===== config.mk =====
export PLATFORM = sky130hd
export DESIGN_NAME = wvnq_front
export DESIGN_NICKNAME = d
export VERILOG_FILES = /design/src/hw/rtl/wvnq_pkg.sv /design/src/hw/rtl/wvnq_front.sv
export SDC_FILE = /design/constraint.sdc
export NUM_CORES = 2
export LEC_CHECK = 0
export ABC_AREA = 1
export BUFFER_PORTS_ARGS = -buffer_cell sky130_fd_sc_hd__buf_2
export CAP_MARGIN = 40
export CELL_PAD_IN_SITES_DETAIL_PLACEMENT = 1
export CELL_PAD_IN_SITES_GLOBAL_PLACEMENT = 2
export CORE_ASPECT_RATIO = 1.2
export CORE_MARGIN = 1.5
export CORE_UTILIZATION = 25
export DETAILED_ROUTE_END_ITERATION = 16
export PLACE_DENSITY_LB_ADDON = 0.05
export SKIP_LAST_GASP = 1
export SLEW_MARGIN = 0
export SYNTH_ARGS = -nofsm -noshare
export SYNTH_HDL_FRONTEND = slang
export SYNTH_SLANG_ARGS = --single-unit
export TNS_END_PERCENT = 50

===== constraint.sdc =====
create_clock -name i_clk -period 9.4 [get_ports i_clk]
set_input_delay 0.94 -clock i_clk [delete_from_list [all_inputs] [get_ports i_clk]]
set_output_delay 0.94 -clock i_clk [all_outputs]
set_load 0.02 [all_outputs]

===== src/hw/rtl/wvnq_pkg.sv =====
// Shared types and constants for the weighted vector normalize/quantize block.
package wvnq_pkg;

    localparam int VALUE_W = 16;
    localparam int WEIGHT_W = 17;
    localparam int FRAC_W = 16;
    localparam int ACC_W = 40;
    localparam int CODE_W = 8;
    localparam int MAG_W = 16;

    localparam logic CFG_SCALAR_MODE = 1'b0;
    localparam logic CFG_OUTSIDE_SCALAR = 1'b1;

    typedef struct packed {
        logic                     outside;
        logic                     mode;
        logic signed [VALUE_W-1:0] oscalar;
        logic signed [ACC_W-1:0]   sx;
        logic signed [ACC_W-1:0]   sy;
        logic signed [ACC_W-1:0]   sz;
    } t_job;

endpackage


===== src/hw/rtl/wvnq_front.sv =====
// Front end: weighted accumulation of cell vertices and the job queue.
module wvnq_front (
    input  logic                                i_clk,
    input  logic                                i_rst_n,
    input  logic                                i_push,
    output logic                                o_full,
    input  logic signed [wvnq_pkg::VALUE_W-1:0] i_value_x,
    input  logic signed [wvnq_pkg::VALUE_W-1:0] i_value_y,
    input  logic signed [wvnq_pkg::VALUE_W-1:0] i_value_z,
    input  logic        [wvnq_pkg::WEIGHT_W-1:0] i_weight,
    input  logic                                i_last_vertex,
    input  logic                                i_outside,
    input  logic                                i_scalar_mode,
    input  logic signed [wvnq_pkg::VALUE_W-1:0] i_outside_scalar,
    output logic                                o_job_valid,
    output wvnq_pkg::t_job                      o_job,
    input  logic                                i_job_pop
);
    import wvnq_pkg::*;

    localparam int PROD_W = VALUE_W + WEIGHT_W + 1;
    localparam logic signed [ACC_W:0] ACC_MAX = (ACC_W+1)'((64'sd1 <<< (ACC_W-1)) - 1);
    localparam logic signed [ACC_W:0] ACC_MIN = -ACC_MAX - 1;

    logic signed [ACC_W-1:0] r_sx, r_sy, r_sz;
    logic signed [ACC_W-1:0] n_sx, n_sy, n_sz;
    t_job                    r_q [2];
    logic                    r_wp, r_rp;
    logic [1:0]              r_cnt;
    logic                    w_acc, w_push, w_pop;
    t_job                    w_job;

    function automatic logic signed [ACC_W-1:0] acc_add(
        input logic signed [ACC_W-1:0] s,
        input logic signed [VALUE_W-1:0] v,
        input logic [WEIGHT_W-1:0] w
    );
        logic signed [PROD_W-1:0] p;
        logic signed [ACC_W:0]    t;
        p = PROD_W'(v) * $signed({1'b0, w});
        t = (ACC_W+1)'(s) + (ACC_W+1)'(p);
        if (t > ACC_MAX) begin
            return ACC_MAX[ACC_W-1:0];
        end else if (t < ACC_MIN) begin
            return ACC_MIN[ACC_W-1:0];
        end
        return t[ACC_W-1:0];
    endfunction

    assign o_full = (r_cnt == 2'd2);
    assign w_acc = i_push && !o_full;
    assign w_push = w_acc && (i_outside || i_last_vertex);
    assign w_pop = i_job_pop && (r_cnt != 2'd0);
    assign o_job_valid = (r_cnt != 2'd0);
    assign o_job = r_q[r_rp];

    always_comb begin
        n_sx = acc_add(r_sx, i_value_x, i_weight);
        n_sy = acc_add(r_sy, i_value_y, i_weight);
        n_sz = acc_add(r_sz, i_value_z, i_weight);
        w_job.outside = i_outside;
        w_job.mode = i_scalar_mode;
        w_job.oscalar = i_outside_scalar;
        w_job.sx = n_sx;
        w_job.sy = n_sy;
        w_job.sz = n_sz;
    end

    always_ff @(posedge i_clk) begin
        if (!i_rst_n) begin
            r_sx <= '0;
            r_sy <= '0;
            r_sz <= '0;
            r_wp <= 1'b0;
            r_rp <= 1'b0;
            r_cnt <= '0;
        end else begin
            if (w_acc) begin
                if (i_outside || i_last_vertex) begin
                    r_sx <= '0;
                    r_sy <= '0;
                    r_sz <= '0;
                end else begin
                    r_sx <= n_sx;
                    r_sy <= n_sy;
                    r_sz <= n_sz;
                end
            end
            if (w_push) begin
                r_wp <= ~r_wp;
            end
            if (w_pop) begin
                r_rp <= ~r_rp;
            end
            r_cnt <= r_cnt + 2'(w_push) - 2'(w_pop);
        end
    end

    always_ff @(posedge i_clk) begin
        if (w_push) begin
            r_q[r_wp] <= w_job;
        end
    end

endmodule


Yosys cells after proc, flatten, opt, wreduce, memory -nomap -nowiden

Memory sizes are Yosys's and may differ from the RTL's. A register that Yosys moved wholly into a read port is not among the register bits.
Cells that the tools add are included.

Add/sub/neg operators: 5
Multiply operators: 3
Divide/modulo/power cells: 0
Magnitude comparators: 6
Eq/ne operators: 1
Shifts and indexed selects: 0
Mux-type cells: 22
Bitwise gates (word level): 2
Reduce and logical (&&, ||, !) cells: 6

Operator list:

| cell                                                                   | number |
|---|---|
| 40-bit 2-to-1 mux                                                      | 12 |
| 40-bit by 34-bit adder with 41-bit output                              | 3 |
| 41-bit by 40-bit > comparator with 1-bit output, second input constant | 3 |
| 41-bit by 40-bit < comparator with 1-bit output, second input constant | 3 |
| 16-bit by 18-bit multiplier with 34-bit output                         | 3 |
| 1-bit 2-to-1 mux                                                       | 10 |
| 1-bit logical AND                                                      | 3 |
| 2-bit by 1-bit adder with 2-bit output                                 | 1 |
| 2-bit == test, second input constant                                   | 1 |
| 1-bit inverter                                                         | 2 |
| 2-bit nonzero test                                                     | 1 |
| 2-bit by 1-bit subtractor with 2-bit output                            | 1 |
| 1-bit zero test                                                        | 1 |
| 1-bit logical OR                                                       | 1 |

Bits in registers: 124
Bits in latches: 0
Bits in writable memories: 276
ROM bits: 0
Bits of input ports: 88
Output and inout port bits: 140
Logic and storage cells: 52
Memories: 1

Memories:

| name | words | width | rd ports | clocked after Yosys merged registers in | write ports | RTL line         | text |
|---|---|---|---|---|---|---|---|
| r_q  | 2     | 138   | 1        | 1                                       | 1           | wvnq_front.sv:27 | `t_job r_q [2];` |

Longest topological paths before layout

Word-level depth: 7
Gate-level depth with buffers: 35

Worst setup path after synthesis

Ideal clock, no wire load.

Kind: input to register
Start point: input port i_push
End point: memory r_q[0][0] (netlist name), enable pin
Library setup time: 637 ps
Data arrival time: 7,186 ps
Required time: 8,763 ps
Path slack: 1,577 ps
Cell stages on the path: 4
Cell sequence: o21ai_1 or2_2 clkbuf_1 nor2_1

Longest elaborated chain between the ends: 4

Ends and longest elaborated chain:

| item                                   | RTL line          | text |
|---|---|---|
| start, declared                        | wvnq_front.sv:5   | `input logic i_push,` |
| 1-bit logical AND                      | wvnq_front.sv:51  | `assign w_acc = i_push && !o_full;` |
| 1-bit logical AND                      | wvnq_front.sv:52  | `assign w_push = w_acc && (i_outside \|\| i_last_vertex);` |
| 1-bit 2-to-1 mux                       | wvnq_front.sv:100 | `if (w_push) begin` |
| 1-bit 2-to-1 mux (implied by the code) | wvnq_front.sv:101 | `r_q[r_wp] <= w_job;` |
| end, declared                          | wvnq_front.sv:27  |  |

Every way passes these cells.

Worst setup path after layout

Start point: input port i_weight[7] (netlist name)
End point: memory r_q[0][29] (netlist name), data pin

Longest elaborated chain between the ends: 6
Elaborated cells on any way between the ends: 8
Those cells by class: add/sub: 1; mul: 1; order compare: 2; mux: 4

Ends and longest elaborated chain:

| item                                             | RTL line         | text |
|---|---|---|
| start, declared                                  | wvnq_front.sv:10 | `input logic [wvnq_pkg::WEIGHT_W-1:0] i_weight,` |
| 16-bit by 18-bit multiplier with 34-bit output * | wvnq_front.sv:40 | `p = PROD_W'(v) * $signed({1'b0, w});` |
| 40-bit by 34-bit adder with 41-bit output *      | wvnq_front.sv:41 | `t = (ACC_W+1)'(s) + (ACC_W+1)'(p);` |
| 41-bit by 40-bit < comparator with 1-bit output  | wvnq_front.sv:44 | `end else if (t < ACC_MIN) begin` |
| 1-bit 2-to-1 mux                                 | wvnq_front.sv:44 |  |
| 1-bit 2-to-1 mux                                 | wvnq_front.sv:42 | `if (t > ACC_MAX) begin` |
| 40-bit 2-to-1 mux *                              | wvnq_front.sv:47 | `return t[ACC_W-1:0];` |
| named net n_sz[29]                               | wvnq_front.sv:26 | `logic signed [ACC_W-1:0] n_sx, n_sy, n_sz;` |

Mark *: on every way through the listed nets, which the timed path passes. The rest lies on a longest branch.

==> metrics.yaml <==
status: "complete, no violations"
io_buffers: 227
track_usage_pct: 17.81
start_util_pct: 25.10
place_ws_ns: 1.336
h-tree-depth: 2
instances_no_fill: 8866
rsz0062_at_grt: "no"
r2r_cells: 27
hold_start: "i_outside_scalar[1]"
finalClockSkew_ns: 0.03821
cts-buffers-inserted: 53
syn_to_final_growth_pct: 11.63
ys_seq_elements: 401
crit_arrival_ns: 7.73
grt_pass1_wl_um: 273400
synth_nets: 7337
holdPathStages: 1
fillCellCount: 23770
synthArstFlopShare_pct: 0
end_kind: "register"
routed_wl_um: 176500
worstSetupStartpointType: "input pin"
clkSinkCount: 401
synthCells: 6104
antenna_found_initial: 14
cts.reportedPaths.clkPinSlew_ns: 0.06
synth_edf_count: 276
rrSetupSlack_ns: 3.57
synth_ff_type: "edfxtp_1"
netlist_area_mm2: 0.05020
gp_congestion: 0.7796
placed_cell_area_mm2: 0.05423
ys_types: 37
hpwlAfterDp_um: 144600
clk_path_buf_depth: 3
cts_resized: 0
slew_headroom_pct: 37.72
fin_ws_ns: 2.078
cp_data_required_time_ns: 9.81
finalCriticalPeriod_ns: 7.322
die_x_um: 412.0
vias_per_cell: 4.301
ios: 228
synth_warnings: 0
hold_viol_final: 0
drt-initial-drc-count: 1238
setup_viol: 0
tns_ns: 0
r2r-end: "r_sx[27]"
grt_max_degree: 78
remaining_drc_errors: 0
hold_class: "in2reg"
synth.yosys.seq_area_share_pct: 21.50
cap_viol_max_count: 0
clock_latency_ns: 0.72
r2r_start: "r_sx[15]"
routedWlPerCell_um: 19.90
die_area_mm2: 0.2035
critPathKind: "in2reg"
vias: 38130
cts_tree: "yes"
path_max_fanout: 39
drt_pre_antenna_iters: 5
ant_nets: 0
core_area_mm2: 0.2000
fp-row-count: 180
syn_area_per_cell_um2: 8.223
hold_buffers: 0
slew_viol_final: 0
tightest_slew_ns: 0.9342
drive_gt1_share_pct: 8.803
overflow: 0
post-route-period-util_pct: 77.90
grt_pass1_vias: 43960
hold_end: "r_q[1][121]"
postCtsSetupBuffers: 0
fin_area_mm2: 0.05603
final_nets: 7415
chipHeight_um: 493.9
dp.cells: 8765
fmax_mhz: 136.6
cts_root_buf: "clkbuf_16"
[critical path, cell delays in order]
cell and delay [ns]:
buf_2 0.67, buf_4 0.41, nand2_1 0.12, fa_1 0.56
inv_1 0.06, fa_1 0.51, inv_1 0.06, fa_1 0.56
inv_1 0.06, fa_1 0.39, fa_1 0.54, inv_1 0.06
fa_1 0.50, inv_1 0.06, ha_1 0.36, a21oi_1 0.32
and2_1 0.23, nand2_1 0.07, nand2_1 0.05, nand2_1 0.06
nand2_1 0.09, nand3_1 0.07, nand2_1 0.07, nand2_1 0.12
nor2_4 0.14, buf_4 0.45, a21oi_1 0.15
[cell type report]
type                       instances  area, µm²  share of cell area (%)
antenna                            2      5.005                0.008932
clock buffer                      69       1436                   2.563
clock inverter                    29      342.8                  0.6118
inverter                        1614       6061                   10.82
multi-input combinational       3821      32290                   57.63
sequential                       401      10790                   19.26
tap                             2639       3302                   5.893
timing repair buffer             291       1799                   3.211
[worst max path at each step]
stage	from	end	slack, ns	cells after the start
after floorplan	i_push	r_q[0][0]	1.58	4
after global placement	i_weight[11]	r_q[0][46]	1.39	25
after detailed placement	i_weight[6]	r_q[0][46]	1.34	25
after CTS	i_weight[7]	r_sz[9]	2.06	29
after global routing	i_weight[7]	r_sz[21]	1.58	28
final	i_weight[7]	r_q[0][29]	2.08	27
[layer usage]
layer / part of all wire, % / track usage, %
met1: 44 / 22.44
met5: 0.033 / 0
met2: 52 / 32.84
met3: 1.9 / 1.530
met4: 2.0 / 3.561
[cell usage after synthesis (4+ instances only)]
master / n / share of area, %
dfxtp_1: 125 / 5.0
buf_2: 29 / 0.29
o21ai_0: 27 / 0.27
fa_1: 729 / 29
nand4_1: 8 / 0.10
clkbuf_1: 195 / 1.5
nand2_2: 5 / 0.062
edfxtp_1: 276 / 17
a31oi_1: 5 / 0.062
buf_6: 5 / 0.11
ha_1: 416 / 10
nand3b_1: 26 / 0.39
a21o_1: 7 / 0.10
a21boi_0: 4 / 0.060
o21a_1: 8 / 0.12
mux2_2: 138 / 3.1
a21oi_1: 365 / 3.6
xnor2_1: 52 / 0.91
inv_1: 1607 / 12
nand3_1: 54 / 0.54
nor2_1: 202 / 1.5
inv_2: 7 / 0.052
nor3_1: 29 / 0.29
nand2_1: 1674 / 13
nor2_4: 5 / 0.11
xor2_1: 20 / 0.35
nor2_2: 7 / 0.087
o21bai_1: 27 / 0.40
buf_1: 36 / 0.27
[metrics by stage]
| step | util (%) | hold WS [ns] |
|---|---|---|
| 2_1_floorplan | - | 0.4255 |
| 3_5_place_dp | 27.12 | 0.4589 |
| 5_1_grt | 28.02 | 0.3819 |
| 6_report | 28.02 | 0.4264 |
| 4_1_cts | 28.00 | 0.3534 |
| 3_3_place_gp | 27.08 | 0.4274 |
[sequential cells by signal, indices dropped and copies added (netlist names), named ones only]
register	flops
r_sz	40
r_sx	40
r_q	276
r_wp	1
r_rp	1
r_sy	40
r_cnt	2
[cell families (layout without fill, tap and decap cells)]
group	Yosys count	after routing	share of synthesized area, %
xor gates and xnor gates	72	72	1.256
AOI/OAI and AO/OA	446	446	4.696
other	0	2	0
adders and majority gates	1145	1145	39.44
DFF	401	401	21.50
buffers and inverters	1882	2003	14.24
and+or+nand+nor	2020	2020	15.77
muxes	138	138	3.096
[placed cells by master, fill, tap and decap left out, drive strengths merged, types with 27 or more instances in the layout]
cell type  synthesis  layout
a21oi            365     365
buf               73     291
clkbuf           195      69
dfxtp            125     125
edfxtp           276     276
fa               729     729
ha               416     416
inv             1614    1617
mux2             138     138
nand2           1679    1679
nand3             57      57
nor2             214     214
nor3              31      31
o21ai             29      29
o21bai            27      27
xnor2             52      52
Power is left out: the tool's default activity adds up to more than one toggle a clock period on the data nets, which glitch-free logic cannot reach.
