`config.mk`:
```
export PLATFORM = sky130hd
export DESIGN_NAME = wvnq_back
export DESIGN_NICKNAME = d
export VERILOG_FILES = /design/src/hw/rtl/wvnq_pkg.sv /design/src/hw/rtl/wvnq_back.sv
export SDC_FILE = /design/constraint.sdc
export NUM_CORES = 2
export LEC_CHECK = 0
export ABC_AREA = 1
export BUFFER_PORTS_ARGS = -buffer_cell sky130_fd_sc_hd__clkbuf_2
export CORE_ASPECT_RATIO = 0.75
export CORE_MARGIN = 10
export CORE_UTILIZATION = 45
export CTS_CLUSTER_DIAMETER = 150
export DETAILED_ROUTE_END_ITERATION = 8
export SETUP_SLACK_MARGIN = 0.5
export SYNTH_ARGS = -nofsm -noshare
export SYNTH_HDL_FRONTEND = slang
export SYNTH_SLANG_ARGS = --single-unit
```
`constraint.sdc`:
```
create_clock -name i_clk -period 29.9 [get_ports i_clk]
set_clock_uncertainty 0.05 [all_clocks]
set_input_delay 1.495 -clock i_clk [delete_from_list [all_inputs] [get_ports i_clk]]
set_output_delay 1.495 -clock i_clk [all_outputs]
set_load 0.005 [all_outputs]
```
`src/hw/rtl/wvnq_pkg.sv`:
```
// Shared types and constants for the weighted vector normalize/quantize block.
package wvnq_pkg;

    localparam int VALUE_W = 16;
    localparam int WEIGHT_W = 17;
    localparam int FRAC_W = 16;
    localparam int ACC_W = 40;
    localparam int CODE_W = 8;
    localparam int MAG_W = 16;

    localparam logic CFG_SCALAR_MODE = 1'b0;
    localparam logic CFG_OUTSIDE_SCALAR = 1'b1;

    typedef struct packed {
        logic                     outside;
        logic                     mode;
        logic signed [VALUE_W-1:0] oscalar;
        logic signed [ACC_W-1:0]   sx;
        logic signed [ACC_W-1:0]   sy;
        logic signed [ACC_W-1:0]   sz;
    } t_job;

endpackage

```
`src/hw/rtl/wvnq_back.sv`:
```
// Back end: scalar rounding, magnitude square root, code search and result queue.
module wvnq_back (
    input  logic                                 i_clk,
    input  logic                                 i_rst_n,
    input  logic                                 i_job_valid,
    input  wvnq_pkg::t_job                       i_job,
    output logic                                 o_job_pop,
    output logic                                 o_empty,
    input  logic                                 i_pop,
    output logic        [wvnq_pkg::CODE_W-1:0]   o_code_x,
    output logic        [wvnq_pkg::CODE_W-1:0]   o_code_y,
    output logic        [wvnq_pkg::CODE_W-1:0]   o_code_z,
    output logic        [wvnq_pkg::MAG_W-1:0]    o_magnitude,
    output logic signed [wvnq_pkg::VALUE_W-1:0]  o_scalar_value
);
    import wvnq_pkg::*;

    localparam int SQ_W = 80;
    localparam int S_W = 84;
    localparam int ROOT_W = 42;
    localparam int REM_W = 45;
    localparam int LHS_W = 100;
    localparam int RHS_W = 96;
    localparam int HALF_W = ACC_W / 2;
    localparam int CH_W = S_W / 4;
    localparam int MA_W = CH_W;
    localparam int MB_W = HALF_W;
    localparam logic [CODE_W-1:0] MID_CODE = CODE_W'(127);

    typedef struct packed {
        logic        [CODE_W-1:0]  cx;
        logic        [CODE_W-1:0]  cy;
        logic        [CODE_W-1:0]  cz;
        logic        [MAG_W-1:0]   mag;
        logic signed [VALUE_W-1:0] sc;
    } t_res;

    typedef enum logic [3:0] {
        S_IDLE, S_SQ, S_RINIT, S_ROOT, S_RHS, S_ENK, S_ENM, S_ENC, S_PUT
    } t_state;

    t_state                  r_st;
    t_job                    r_job;
    t_res                    r_res;
    logic [1:0]              r_comp, r_part;
    logic [2:0]              r_bit;
    logic [5:0]              r_cnt;
    logic [SQ_W-1:0]         r_sq [3];
    logic [S_W-1:0]          r_s, r_sh;
    logic [ROOT_W-1:0]       r_root;
    logic [REM_W-1:0]        r_rem;
    logic [RHS_W-1:0]        r_rhs;
    logic [LHS_W-1:0]        r_lhs;
    logic [15:0]             r_kk;
    logic [CODE_W-1:0]       r_q;
    t_res                    r_oq [2];
    logic                    r_owp, r_orp;
    logic [1:0]              r_ocnt;

    logic signed [ACC_W-1:0] w_c;
    logic [ACC_W-1:0]        w_abs;
    logic [MA_W-1:0]         w_ma;
    logic [MB_W-1:0]         w_mb;
    logic [MA_W+MB_W-1:0]    w_prod;
    logic [LHS_W-1:0]        w_sh;
    logic [REM_W-1:0]        w_rem2, w_trial;
    logic [CODE_W-1:0]       w_cand, w_absk, w_qn;
    logic                    w_kpos, w_ok, w_oput, w_opop;
    logic signed [ACC_W:0]   w_t;
    logic signed [ACC_W-FRAC_W:0] w_scl;
    logic signed [VALUE_W-1:0] w_sc;

    always_comb begin
        unique case (r_comp)
            2'd0: w_c = r_job.sx;
            2'd1: w_c = r_job.sy;
            default: w_c = r_job.sz;
        endcase
        w_abs = w_c[ACC_W-1] ? ACC_W'(-w_c) : ACC_W'(w_c);

        if (r_st == S_SQ) begin
            w_ma = MA_W'(r_part == 2'd2 ? w_abs[HALF_W-1:0] : w_abs[ACC_W-1:HALF_W]);
            w_mb = (r_part == 2'd0) ? w_abs[ACC_W-1:HALF_W] : w_abs[HALF_W-1:0];
        end else begin
            w_ma = r_s[r_part*CH_W +: CH_W];
            w_mb = MB_W'(r_kk);
        end
        w_prod = (MA_W+MB_W)'(w_ma) * (MA_W+MB_W)'(w_mb);

        if (r_st == S_SQ) begin
            unique case (r_part)
                2'd0: w_sh = LHS_W'(w_prod) << ACC_W;
                2'd1: w_sh = LHS_W'(w_prod) << (HALF_W + 1);
                default: w_sh = LHS_W'(w_prod);
            endcase
        end else begin
            w_sh = LHS_W'(w_prod) << (r_part * CH_W);
        end

        w_rem2 = {r_rem[REM_W-3:0], r_sh[S_W-1 -: 2]};
        w_trial = {1'b0, r_root, 2'b01};

        w_cand = r_q | (CODE_W'(1) << r_bit);
        w_kpos = w_cand[CODE_W-1];
        w_absk = w_kpos ? CODE_W'({w_cand, 1'b0} - 9'd255)
                        : CODE_W'(9'd255 - {w_cand, 1'b0});
        if (w_kpos) begin
            w_ok = !w_c[ACC_W-1] && (r_lhs <= LHS_W'(r_rhs));
        end else begin
            w_ok = !w_c[ACC_W-1] || (r_lhs >= LHS_W'(r_rhs));
        end
        w_qn = w_ok ? w_cand : r_q;

        w_t = (ACC_W+1)'(i_job.sx) + (ACC_W+1)'(1 << (FRAC_W - 1));
        w_scl = (ACC_W-FRAC_W+1)'(w_t >>> FRAC_W);
        if (w_scl > (ACC_W-FRAC_W+1)'(32767)) begin
            w_sc = 16'sh7fff;
        end else if (w_scl < -(ACC_W-FRAC_W+1)'(32768)) begin
            w_sc = 16'sh8000;
        end else begin
            w_sc = w_scl[VALUE_W-1:0];
        end
    end

    assign o_job_pop = (r_st == S_IDLE) && i_job_valid;
    assign w_oput = (r_st == S_PUT) && (r_ocnt != 2'd2);
    assign w_opop = i_pop && (r_ocnt != 2'd0);
    assign o_empty = (r_ocnt == 2'd0);
    assign o_code_x = r_oq[r_orp].cx;
    assign o_code_y = r_oq[r_orp].cy;
    assign o_code_z = r_oq[r_orp].cz;
    assign o_magnitude = r_oq[r_orp].mag;
    assign o_scalar_value = r_oq[r_orp].sc;

    always_ff @(posedge i_clk) begin
        if (!i_rst_n) begin
            r_st <= S_IDLE;
            r_owp <= 1'b0;
            r_orp <= 1'b0;
            r_ocnt <= '0;
        end else begin
            if (w_oput) begin
                r_owp <= ~r_owp;
            end
            if (w_opop) begin
                r_orp <= ~r_orp;
            end
            r_ocnt <= r_ocnt + 2'(w_oput) - 2'(w_opop);

            unique case (r_st)
                S_IDLE: begin
                    if (i_job_valid) begin
                        r_job <= i_job;
                        r_comp <= '0;
                        r_part <= '0;
                        r_s <= '0;
                        r_sq[0] <= '0;
                        r_sq[1] <= '0;
                        r_sq[2] <= '0;
                        r_res <= '0;
                        if (i_job.outside) begin
                            if (i_job.mode) begin
                                r_res.sc <= i_job.oscalar;
                            end else begin
                                r_res.cx <= MID_CODE;
                                r_res.cy <= MID_CODE;
                                r_res.cz <= MID_CODE;
                            end
                            r_st <= S_PUT;
                        end else if (i_job.mode) begin
                            r_res.sc <= w_sc;
                            r_st <= S_PUT;
                        end else begin
                            r_st <= S_SQ;
                        end
                    end
                end
                S_SQ: begin
                    r_sq[r_comp] <= r_sq[r_comp] + w_sh[SQ_W-1:0];
                    r_s <= r_s + w_sh[S_W-1:0];
                    if (r_part == 2'd2) begin
                        r_part <= '0;
                        if (r_comp == 2'd2) begin
                            r_st <= S_RINIT;
                        end else begin
                            r_comp <= r_comp + 2'd1;
                        end
                    end else begin
                        r_part <= r_part + 2'd1;
                    end
                end
                S_RINIT: begin
                    r_sh <= r_s;
                    r_rem <= '0;
                    r_root <= '0;
                    r_cnt <= 6'(S_W / 2 - 1);
                    r_st <= S_ROOT;
                end
                S_ROOT: begin
                    r_sh <= r_sh << 2;
                    if (w_rem2 >= w_trial) begin
                        r_rem <= w_rem2 - w_trial;
                        r_root <= {r_root[ROOT_W-2:0], 1'b1};
                    end else begin
                        r_rem <= w_rem2;
                        r_root <= {r_root[ROOT_W-2:0], 1'b0};
                    end
                    if (r_cnt == '0) begin
                        r_st <= S_RHS;
                        r_comp <= '0;
                    end else begin
                        r_cnt <= r_cnt - 6'd1;
                    end
                end
                S_RHS: begin
                    if (r_comp == 2'd0) begin
                        if (|r_root[ROOT_W-1:FRAC_W+MAG_W]) begin
                            r_res.mag <= '1;
                        end else begin
                            r_res.mag <= r_root[FRAC_W +: MAG_W];
                        end
                    end
                    if (r_root[ROOT_W-1:FRAC_W] == '0) begin
                        r_res.cx <= MID_CODE;
                        r_res.cy <= MID_CODE;
                        r_res.cz <= MID_CODE;
                        r_st <= S_PUT;
                    end else begin
                        r_rhs <= (RHS_W'(r_sq[r_comp]) << 16) - (RHS_W'(r_sq[r_comp]) << 9)
                                 + RHS_W'(r_sq[r_comp]);
                        r_q <= '0;
                        r_bit <= 3'd7;
                        r_st <= S_ENK;
                    end
                end
                S_ENK: begin
                    r_kk <= 16'(w_absk) * 16'(w_absk);
                    r_lhs <= '0;
                    r_part <= '0;
                    r_st <= S_ENM;
                end
                S_ENM: begin
                    r_lhs <= r_lhs + w_sh;
                    if (r_part == 2'd3) begin
                        r_st <= S_ENC;
                    end else begin
                        r_part <= r_part + 2'd1;
                    end
                end
                S_ENC: begin
                    r_q <= w_qn;
                    if (r_bit == 3'd0) begin
                        unique case (r_comp)
                            2'd0: r_res.cx <= w_qn;
                            2'd1: r_res.cy <= w_qn;
                            default: r_res.cz <= w_qn;
                        endcase
                        if (r_comp == 2'd2) begin
                            r_st <= S_PUT;
                        end else begin
                            r_comp <= r_comp + 2'd1;
                            r_st <= S_RHS;
                        end
                    end else begin
                        r_bit <= r_bit - 3'd1;
                        r_st <= S_ENK;
                    end
                end
                S_PUT: begin
                    if (r_ocnt != 2'd2) begin
                        r_st <= S_IDLE;
                    end
                end
                default: r_st <= S_IDLE;
            endcase
        end
    end

    always_ff @(posedge i_clk) begin
        if (w_oput) begin
            r_oq[r_owp] <= r_res;
        end
    end

endmodule

```
## Word level (Yosys, flattened, before mapping)

Memory sizes are Yosys's and may differ from the RTL's. A register that Yosys moved wholly into a read port is not among the register bits.
Cells that the tools add are included.
Widths: inputs -> output; s select.

- Register bits after elaboration: 670
- Bits in writable memories: 352
- Memories kept: 2
- Word-level logic and storage cells: 207
- Input port bits: 142

- Add/subtract/negate cells: 16
- $lt $le $gt $ge: 5
- Equal/unequal tests: 30
- Shift operators: 3
- Bitwise logic cells: 4
- $mul: 3
- Reduce and logical (&&, ||, !) cells: 41
- Muxes and demuxes: 79

Memory list:

| name | depth | bits a word | rd ports | clocked after memory_dff | wr ports | line | text |
|---|---|---|---|---|---|---|---|
| r_sq | 3 | 80 | 1 | 1 | 3 | wvnq_back.sv:48 | `logic [SQ_W-1:0] r_sq [3];` |
| r_oq | 2 | 56 | 1 | 1 | 1 | wvnq_back.sv:56 | `t_res r_oq [2];` |

Operator list:

| cell | number |
|---|---|
| $pmux 84 s2 | 2 |
| $pmux 100 s2 | 1 |
| $pmux 81 s2 | 1 |
| $mux 16 | 7 |
| $add 100x100->100 | 1 |
| $ge 100x96->1 | 1 |
| $le 100x96->1 | 1 |
| $mux 100 | 1 |
| $shl 41x7->100 | 1 |
| $add 96x80->96 | 1 |
| $sub 96x89->96 | 1 |
| $pmux 43 s2 | 1 |
| $add 84x84->84 | 1 |
| $mux 84 | 1 |
| $pmux 42 s2 | 1 |
| $shiftx 84x8->21 | 1 |
| $add 80x80->80 | 1 |
| $mux 80 | 1 |
| $pmux 40 s2 | 1 |
| $reduce_or 80->1 | 1 |
| $pmux 24 s3 | 1 |
| $mux 20 | 3 |
| $mux 56 | 1 |
| $mux 24 | 2 |
| other kinds (60) | 147 |

## Logic depth before layout (Yosys ltp)

- Depth in word-level cells: 11
- Gate-level depth with buffers: 76
- Gate-level depth less buffers: 75

## Least setup slack after synthesis

No wires, ideal clock.

- Kind: input -> register
- From: input port i_rst_n
- To: register r_cnt[0], enable pin
- Slack: 15110 ps
- Data arrival time: 14414 ps
- Path buffers: 1
- Stages: 4
- Cells stage by stage: clkbuf_1 > clkinv_1 > nor3_1 > o21a_1

- Cells in the longest elaborated chain, start to end: 1

Ends and longest elaborated chain:

| what | line | text |
|---|---|---|
| from (decl) | wvnq_back.sv:4 | `input logic i_rst_n,` |
| $reduce_and 3->1 (no source line) | n/a |  |
| to (signal assigned) | wvnq_back.sv:196 | `r_cnt <= 6'(S_W / 2 - 1);` |
| to (signal assigned) | wvnq_back.sv:212 | `r_cnt <= r_cnt - 6'd1;` |
| to (decl) | wvnq_back.sv:47 | `logic [5:0] r_cnt;` |

Every way passes these cells.
A chain may end at the register's enable or synchronous reset.

## Worst setup path in the final report

- From: register r_comp[0]
- To: register r_lhs[82], data pin

- Cells in the longest elaborated chain, start to end: 11

Ends and longest elaborated chain:

| what | line | text |
|---|---|---|
| from (decl) | wvnq_back.sv:45 | `logic [1:0] r_comp, r_part;` |
| from (signal assigned) | wvnq_back.sv:186 | `r_comp <= r_comp + 2'd1;` |
| from (signal assigned) | wvnq_back.sv:261 | `r_comp <= r_comp + 2'd1;` |
| $eq 2x1->1 or $logic_not 2->1 (tied branches) | wvnq_back.sv:74 | `unique case (r_comp)` |
| $pmux 40 s2 * | wvnq_back.sv:74 |  |
| $neg 40->40 | wvnq_back.sv:79 | `w_abs = w_c[ACC_W-1] ? ACC_W'(-w_c) : ACC_W'(w_c);` |
| $mux 40 * | wvnq_back.sv:79 |  |
| $mux 20 (on tied branches) | wvnq_back.sv:82, wvnq_back.sv:83 |  |
| $mux 21 or $mux 20 (tied branches) | wvnq_back.sv:81 | `if (r_st == S_SQ) begin` |
| $mul 21x20->41 * | wvnq_back.sv:88 | `w_prod = (MA_W+MB_W)'(w_ma) * (MA_W+MB_W)'(w_mb);` |
| $shl 41x7->100 or $pmux 81 s2 (tied branches) | wvnq_back.sv:97, wvnq_back.sv:91 |  |
| $mux 100 * | wvnq_back.sv:90 | `if (r_st == S_SQ) begin` |
| $add 100x100->100 * | wvnq_back.sv:243 | `r_lhs <= r_lhs + w_sh;` |
| $pmux 100 s2 * | wvnq_back.sv:150 | `unique case (r_st)` |
| to (signal assigned) | wvnq_back.sv:243 |  |
| to (decl) | wvnq_back.sv:53 | `logic [LHS_W-1:0] r_lhs;` |

Mark *: on every way between the ends. The rest lies on a longest branch, timed or not.

==> summary.md <==
| Metric | Value |
|---|---|
| Outcome | complete, but fails checks |
| Failing checks | max-capacitance violations, max-slew violations |
| CORE AREA | 0.2174 mm² |
| Hold-fix buffer count after cts | 0 |
| Post-Synthesis Cell Area | 0.09849 mm² |
| CP Launch Type | flop |
| Sink Count | 1,102 |
| Total CTS buffers | 116 |
| Max clock buf depth | 3 |
| Final WS setup | 12,910 ps |
| Routed length per instance | 28.91 µm |
| Most frequent cells in the layout | 2,522 x nand2_1, 2,241 x inv_1, 1,673 x nor2_1, 1,129 x a21oi_1, 1,091 x edfxtp_1 |
| FFs w/ async S/R, synth | 0% |
| Die area | 0.2382 mm² |
| Post-Syn Instances | 12,770 |
| Final Hold Viols | 0 |
| Iter 0 DRT Violations | 13,990 |
| WL met3 | 72,530 µm |
| Routed Antenna Nets | 0 |
| Max Used Layer | met5 |
| Num rows | 148 |
| CTS tree | built |
| CP Max Fanout | 41 |
| Metal-1 WL | 205,700 µm |
| Post-CTS setup buffers | 0 |
| Root buffer cell | clkbuf_16 |
| Most frequent CP cell | nand2_1 |
| Total number of vias | 95,820 |
| H-tree depth | 3 |
| Yosys reg bits | 1,102 |
| Worst-path clk slew | 70 ps |
| PortBufs | 199 |
| IO Pins | 200 |
| Placed instance count | 15,810 |
| Worst path max stage delay | 1140 ps |
| Placement Setup Slack | 13,680 ps |
| Max-slew violation count | 11 |
| Initial antenna violation count | 57 |
| Worst Tran Pin Value | 1640 ps |
| Starting density of the core | 45.30% |
| Worst skew pair latency | 860 ps |
| Final net count | 14,320 |
| Fin crit share | 56.83% |
| RSZ-0062 raised after global routing | no |
| Seq/Total Area, Yosys | 33.49% |
| Syn_area_per_cell | 7.712 µm² |
| Post-layout util | 49.62% |
| Worst Path Arrival | 17,490 ps |
| Yosys cell types | 71 |
| Largest net degree at the start of global routing | 130 |
| Final min period | 16,990 ps |
| Max Cap Viol | 5 |
| Most common library cell in the layout ignoring fill and taps | nand2_1 |
| Drt via density | 5.968 |
| Synth Warn # | 0 |
| Multi-input gate area | 0.05616 mm² |
| Area Growth Syn to Fin | 9.520% |
| Most used DFF post-synth | edfxtp_1 |
| Grt ovf | 0 |
| First-pass GRT wire length | 648,300 µm |
| Detailed Place HPWL | 379,300 µm |
| Layout cell share with drive strength beyond 1 | 6.213% |
| First-pass iteration count of the detailed router | 8 |
| Critical-path top delay cell | a21oi_1 |
| CTS resizes | 0 |
| WL final | 464,200 µm |
| Hold Path Class | flop to flop |
| Critical path class | flop to flop |
| GRT Overall Usage | 37.23% |
| Residual DRC | 0 |
| Final setup TNS | 0 ps |
| Layout Cells excl Fill | 16,060 |
| Critical Path RT | 30,390 ps |
| Fillers | 21,350 |
| Max_slew headroom | -10.73% |
| Crit end category | flop |
| Die height | 425.2 µm |
| Final setup viols | 0 |
| Vias in the first global route | 88,570 |
| Final Wtd Congestion | 1.125 |
| Reg area | 0.03299 mm² |
| Post-synth EDFFs | 1,091 |
| Die Wd | 560.2 µm |
| Fmax | 58.85 MHz |
| DR WL met2 | 171,000 µm |
-- state kept, by name, indices dropped and copies added, names as in the netlist, 3 cells and up, named ones only --
signal	count
r_root	42
r_res	56
r_oq	112
r_cnt	6
r_lhs	100
r_st	4
r_q	8
r_s	84
r_sh	84
r_bit	3
r_sq	320
r_kk	13
r_job	120
r_rhs	96
r_rem	43
-- area by class of cell --
type | count | share of cell area (%)
Antenna cell | 30 | 0.06960
Clock buffer | 129 | 2.736
Clock inverter | 85 | 0.8340
Inverter | 2286 | 7.966
Multi-Input combinational cell | 9098 | 52.06
Sequential cell | 1102 | 30.58
Tap cell | 2925 | 3.393
Timing Repair Buffer | 402 | 2.357
-- Yosys cell counts (111+ instances only) --
cell / instances / area, µm²
inv_1: 2246 / 8431
o21ai_0: 736 / 3684
a31oi_1: 124 / 775.7
nor3_1: 111 / 555.5
nand3_1: 479 / 2397
a21oi_1: 1141 / 5710
xnor2_1: 114 / 998.5
xor2_1: 177 / 1550
fa_1: 430 / 8608
edfxtp_1: 1091 / 32760
nand2_1: 2530 / 9497
clkbuf_1: 204 / 765.7
ha_1: 740 / 9259
nor2_1: 1688 / 6336
-- worst paths after layout --
kind | depth (start not counted) | slack (ps) | endpoint | start
worst max-delay path | 50 | 12910 | r_lhs[82]$_SDFFCE_PN0P_ | r_comp[0]$_DFFE_PP_
worst min-delay path | 0 | 370 | r_oq[0][8]$_DFFE_PP_ | r_res[8]$_DFFE_PP_
worst max register to register | 50 | 12910 | r_lhs[82]$_SDFFCE_PN0P_ | r_comp[0]$_DFFE_PP_
worst min register to register | 0 | 370 | r_oq[0][8]$_DFFE_PP_ | r_res[8]$_DFFE_PP_
-- worst max-delay path, delay by kind of cell (launching register included) --
kind                     cells  cell delay [ps]
adder cells (fa/ha/maj)     10             5440
AND/OR/NAND/NOR             20             2850
buffers and inverters        7             1540
flip-flops                   1              450
AO/OA/AOI/OAI               13             6360
-- cell families after synthesis --
group | count (synthesis) | share of synthesized area, %
AOI/OAI and AO/OA | 2570 | 14.83
xor gates and xnor gates | 292 | 2.604
and+or+nand+nor | 5004 | 20.38
DFF | 1102 | 33.49
buffers and inverters | 2576 | 9.913
other | 2 | 0.007625
muxes | 56 | 0.6403
adders and majority gates | 1170 | 18.14
-- through the flow --
step | hold slack, ps | area [µm²]
after floorplan | 371.5 | 98510
after global placement | 372.5 | 103900
after detailed placement | 379.8 | 103900
after CTS | 368.5 | 107800
after global routing | 383.1 | 107800
final | 365.9 | 107900
-- routing by layer --
| layer | vias up | GRT usage, % |
|---|---|---|
| met5 | - | 0.7933 |
| li1 | 42500 | - |
| met3 | 734 | 16.63 |
| met2 | 6104 | 47.85 |
| met1 | 46440 | 55.31 |
| met4 | 42 | 10.23 |
Power is not shown: default switching activity piles up to over one toggle a cycle in this logic, so the estimate is an artifact.
